===== src/hdl/bapp_pkg.sv =====
// bapp_pkg: shared types and constants for the binomial american put pricer
// no dependencies
`default_nettype none
package bapp_pkg;

  localparam int unsigned PriceW  = 48;
  localparam int unsigned FactorW = 32;
  localparam int unsigned DepthW  = 7;
  localparam int unsigned CfgW    = 32;
  localparam int unsigned CfgIdxW = 3;

  localparam logic [PriceW-1:0] PriceMax = {PriceW{1'b1}};

  typedef enum logic [CfgIdxW-1:0] {
    REG_TREE_DEPTH = 3'd0,
    REG_DOWN       = 3'd1,
    REG_UOD        = 3'd2,
    REG_PU         = 3'd3,
    REG_PD         = 3'd4,
    REG_DISC       = 3'd5
  } cfg_reg_e;

  typedef enum logic [3:0] {
    ST_IDLE,
    ST_LSP_MUL,
    ST_LSP_WB,
    ST_LEAF_MUL,
    ST_LEAF_WB,
    ST_NODE_RD,
    ST_NODE_UP,
    ST_NODE_DN,
    ST_NODE_STK,
    ST_NODE_DISC,
    ST_NODE_WB,
    ST_RD_ROOT,
    ST_DONE
  } seq_state_e;

  // shared multiplier request
  typedef struct packed {
    logic [PriceW-1:0]  val;
    logic [FactorW-1:0] fac;
  } mul_req_t;

  typedef struct packed {
    logic [PriceW-1:0] res;
    logic              sat;
  } mul_rsp_t;

  function automatic logic [PriceW-1:0] put_payoff(
    input logic [PriceW-1:0] stock,
    input logic [PriceW-1:0] strike
  );
    put_payoff = (strike > stock) ? (strike - stock) : '0;
  endfunction

endpackage
`default_nettype wire


===== src/hdl/bapp_mul.sv =====
// bapp_mul: registered q2.30 multiply of a 48-bit price, saturated to 48 bits
// depends on bapp_pkg
`default_nettype none
module bapp_mul (
  input  wire logic           clk_i,
  input  bapp_pkg::mul_req_t  req_i,
  output bapp_pkg::mul_rsp_t  rsp_o
);
  // two 24x32 partial products, one register after them
  logic [55:0] hi_q, lo_q;
  logic [56:0] sum;
  logic [49:0] r;

  always_ff @(posedge clk_i) begin
    hi_q <= 56'(req_i.val[47:24]) * 56'(req_i.fac);
    lo_q <= 56'(req_i.val[23:0]) * 56'(req_i.fac);
  end

  assign sum = {1'b0, hi_q[5:0], 24'd0} + 57'(lo_q);
  assign r   = 50'(hi_q[55:6]) + 50'(sum[56:30]);

  always_comb begin
    rsp_o.sat = |r[49:48];
    rsp_o.res = rsp_o.sat ? bapp_pkg::PriceMax : r[47:0];
  end
endmodule
`default_nettype wire


===== config.mk =====
export PLATFORM = sky130hd
export DESIGN_NAME = bapp_mul
export DESIGN_NICKNAME = d
export VERILOG_FILES = /design/src/hdl/bapp_pkg.sv /design/src/hdl/bapp_mul.sv
export SDC_FILE = /design/constraint.sdc
export NUM_CORES = 2
export LEC_CHECK = 0
export BUFFER_PORTS_ARGS = -buffer_cell sky130_fd_sc_hd__buf_4
export CORE_MARGIN = 2
export CORE_UTILIZATION = 60
export DETAILED_ROUTE_END_ITERATION = 6
export PLACE_DENSITY = 0.87
export SYNTH_ARGS = -nofsm -noshare
export SYNTH_HDL_FRONTEND = slang
export SYNTH_SLANG_ARGS = --single-unit
export TNS_END_PERCENT = 10

===== constraint.sdc =====
create_clock -name clk_i -period 17.2 [get_ports clk_i]
set_input_delay 1.72 -clock clk_i [delete_from_list [all_inputs] [get_ports clk_i]]
set_output_delay 1.72 -clock clk_i [all_outputs]
set_load 0.02 [all_outputs]

==> key figures <==
Global routing
  • Largest net degree at the start of global routing: 50
  • Global route overflow: 0
  • Global Route Usage Sum: 34.9%
  • Initial antenna violation count: 9
  • Vias in the first global route: 45500
  • First-pass GRT wire length: 243000 µm

Layout
  • Post-route cell area: 54800 µm²
  • Area of the multi-input gates: 44600 µm²
  • Fillers: 7056
  • Share of layout cells above drive strength 1: 2.99%
  • Sequential Area: 1760 µm²
  • Layout area overhead: 2.89%
  • Nets@finish: 7644

Synthesis
  • Adder-Cell Fraction of Synth Area: 58.7%
  • Main combinational cell family by area after synthesis: adder cells
  • Post-synth EDFFs: 0
  • Mux contribution to synthesized area: 0.0282%
  • Synth Area in Compound Gates: 5.08%
  • Cell variety after synth: 67
  • Post-synthesis sequential area ratio: 3.31%
  • Syn nets: 7832
  • Synth Register Bits: 88
  • Cells after synthesis: 6043
  • Asr flop ratio synth: 0%
  • Yosys warns: 0
  • Mapped Area: 53200 µm²
  • Avg Synthesized Cell Area: 8.81 µm²
  • Synth Area in XOR/XNOR: 2.45%
  • Post-synth top flop: dfxtp_1
  • Simple-Gate Fraction of Synth Area: 17.5%

Run
  • MaxCap Viol Count: 0

Timing
  • Final setup margin: 8.29 ns
  • Tmin final: 8.91 ns
  • Max Slew Vio Count: 0
  • Setup-failing EPs final: 0
  • Max_slew headroom: 27.3%
  • Final period util: 51.8%
  • Max Freq: 112 MHz
  • Fin Setup TNS: 0 ns
  • RSZ-0062 raised after global routing: no
  • Hold Vio Cnt, Final: 0
  • Slew at the pin closest to its max-slew limit: 1.08 ns

Floorplan
  • Height of the die: 302 µm
  • Initial Utilization: 60.4%
  • DIE AREA: 91100 µm²
  • Core Area: 88100 µm²
  • Rows: 109
  • Num ports: 130
  • Die width: 302 µm

CTS
  • H-tree depth: 3
  • Post-CTS setup buffer count: 0
  • Root Driver: clkbuf_16
  • Clock buffer depth: 2
  • Worst-path clk slew: 0.07 ns
  • CTS tree: yes
  • # resized after CTS: 0
  • CTS Buf Count: 9
  • CTS Hold Bufs: 0
  • CTS sink count: 88

Detailed routing
  • Initial DRC Count: 3694
  • Vias per cell: 5.82
  • Routed Wire Length: 153000 µm
  • Via count: 40900
  • Post-DRT Antenna Nets: 0
  • DR WL/cell: 21.8 µm
  • DRC: 0
  • DR pass1 iterations: 6

Placement
  • Detailed placement HPWL: 113000 µm
  • Dpl ws: 8.08 ns
  • Post-DP Area: 54400 µm²
  • Port bufs: 129
  • GPL Wtd Cong: 1.03

Worst setup path
  • Critical Path Fanout Max: 49
  • Critical path class: input pin to flop
  • WP data arrival: 9.17 ns
  • Worst EP required: 17.46 ns
  • CP Capture Type: flop
  • Worst setup SP type: input pin

Worst hold path
  • Worst hold path class: input pin to flop

Run status
  • Status: completed
## final cells by class
type,instances,share of cell area [%]
Clock inverter,7,0.160
Sequential cell,88,3.22
Inverter,1482,10.2
Clock buffer,9,0.411
Tap cell,1165,2.66
Multi-Input combinational cell,4135,81.5
Antenna cell,6,0.0274
Timing Repair Buffer,139,1.91
## layout by cell type (no fill, tap or decap), drive strengths merged, types with 31 or more instances in the layout
master / count
xnor2: 105
a21oi: 115
nand2: 837
nor2: 75
ha: 392
xor2: 44
inv: 1485
buf: 139
fa: 1316
dfxtp: 88
a21o: 64
and2: 786
nand4: 35
o21ai: 101
nand3: 31
## layer usage
metal	wire, µm	global-route usage, %	share of wire (%)	vias to the layer above
met5	64	0	0.042	-
met4	9760	18.6	6.4	8
met3	20300	10.2	13	659
met2	69500	55.6	45	2672
met1	53700	43.2	35	20500
li1	-	-	-	17100
## registers in the layout (all words and copies together), names as in the netlist
name  count
hi_q     56
lo_q     32
## cells in the mapped netlist (4+ instances only)
master / number / area share, %
or2_2: 4 / 0.047
o22ai_2: 5 / 0.12
o21bai_1: 18 / 0.25
nand2b_1: 6 / 0.071
nor2_1: 75 / 0.53
o31ai_1: 6 / 0.085
dfxtp_1: 88 / 3.3
xor2_1: 44 / 0.72
buf_1: 4 / 0.028
nand4_1: 35 / 0.41
o211ai_1: 15 / 0.21
nand3b_1: 4 / 0.056
o2111ai_1: 6 / 0.099
nor2b_1: 12 / 0.14
nand2_1: 837 / 5.9
inv_1: 1482 / 10
ha_1: 392 / 9.2
o21a_1: 14 / 0.20
a311oi_1: 4 / 0.066
a21boi_0: 4 / 0.056
clkbuf_1: 327 / 2.3
and3_1: 25 / 0.29
xnor2_1: 105 / 1.7
or3_1: 9 / 0.11
nand3_1: 31 / 0.29
fa_1: 1316 / 50
nor4_1: 5 / 0.059
and4_1: 7 / 0.12
and2_1: 786 / 9.2
a21oi_1: 114 / 1.1
o21ai_0: 99 / 0.93
a211oi_1: 21 / 0.30
nor3_1: 18 / 0.17
a31oi_1: 12 / 0.14
a21o_1: 64 / 0.90
## worst paths after layout
kind              depth (start not counted)       end       from  slack (ns)
setup / recovery                         23  lo_q[54]  req_i[13]        8.29
hold / removal                            2   hi_q[0]  req_i[56]        1.87
## worst max-delay path, stage by stage
cell and delay (ns):
buf_4 0.60, nand2_1 0.19, fa_1 0.57, inv_1 0.05, fa_1 0.48, inv_1 0.07
fa_1 0.56, fa_1 0.45, fa_1 0.55, inv_1 0.05, fa_1 0.48, inv_1 0.06
fa_1 0.48, inv_1 0.04, ha_1 0.34, nand2_1 0.11, nor3_1 0.86, a211oi_1 0.21
nor2_1 0.41, a21o_1 0.32, a41o_1 0.25, a21oi_1 0.10, xnor2_1 0.13
## cells by family (layout without fill, tap and decap cells)
logic type / count (synthesis) / count (layout)
AND/OR/NAND/NOR: 1859 / 1859
buffers and inverters: 1820 / 1637
adder cells (fa/ha/maj): 1708 / 1708
AO/OA/AOI/OAI: 418 / 418
XOR/XNOR: 149 / 149
flip-flops: 88 / 88
multiplexers: 1 / 1
other: 0 / 6
## metrics by stage
stage                     util (%)  hold slack [ns]  cells
after floorplan                  -             1.85   6043
after global placement        61.8             2.24   7009
after detailed placement      61.8             2.25   7009
after CTS                     62.1             1.84   7025
after global routing          62.1             1.86   7030
final                         62.1             1.87   7031
Power is not shown: default switching activity piles up to over one toggle a cycle in this logic, so the estimate is an artifact.
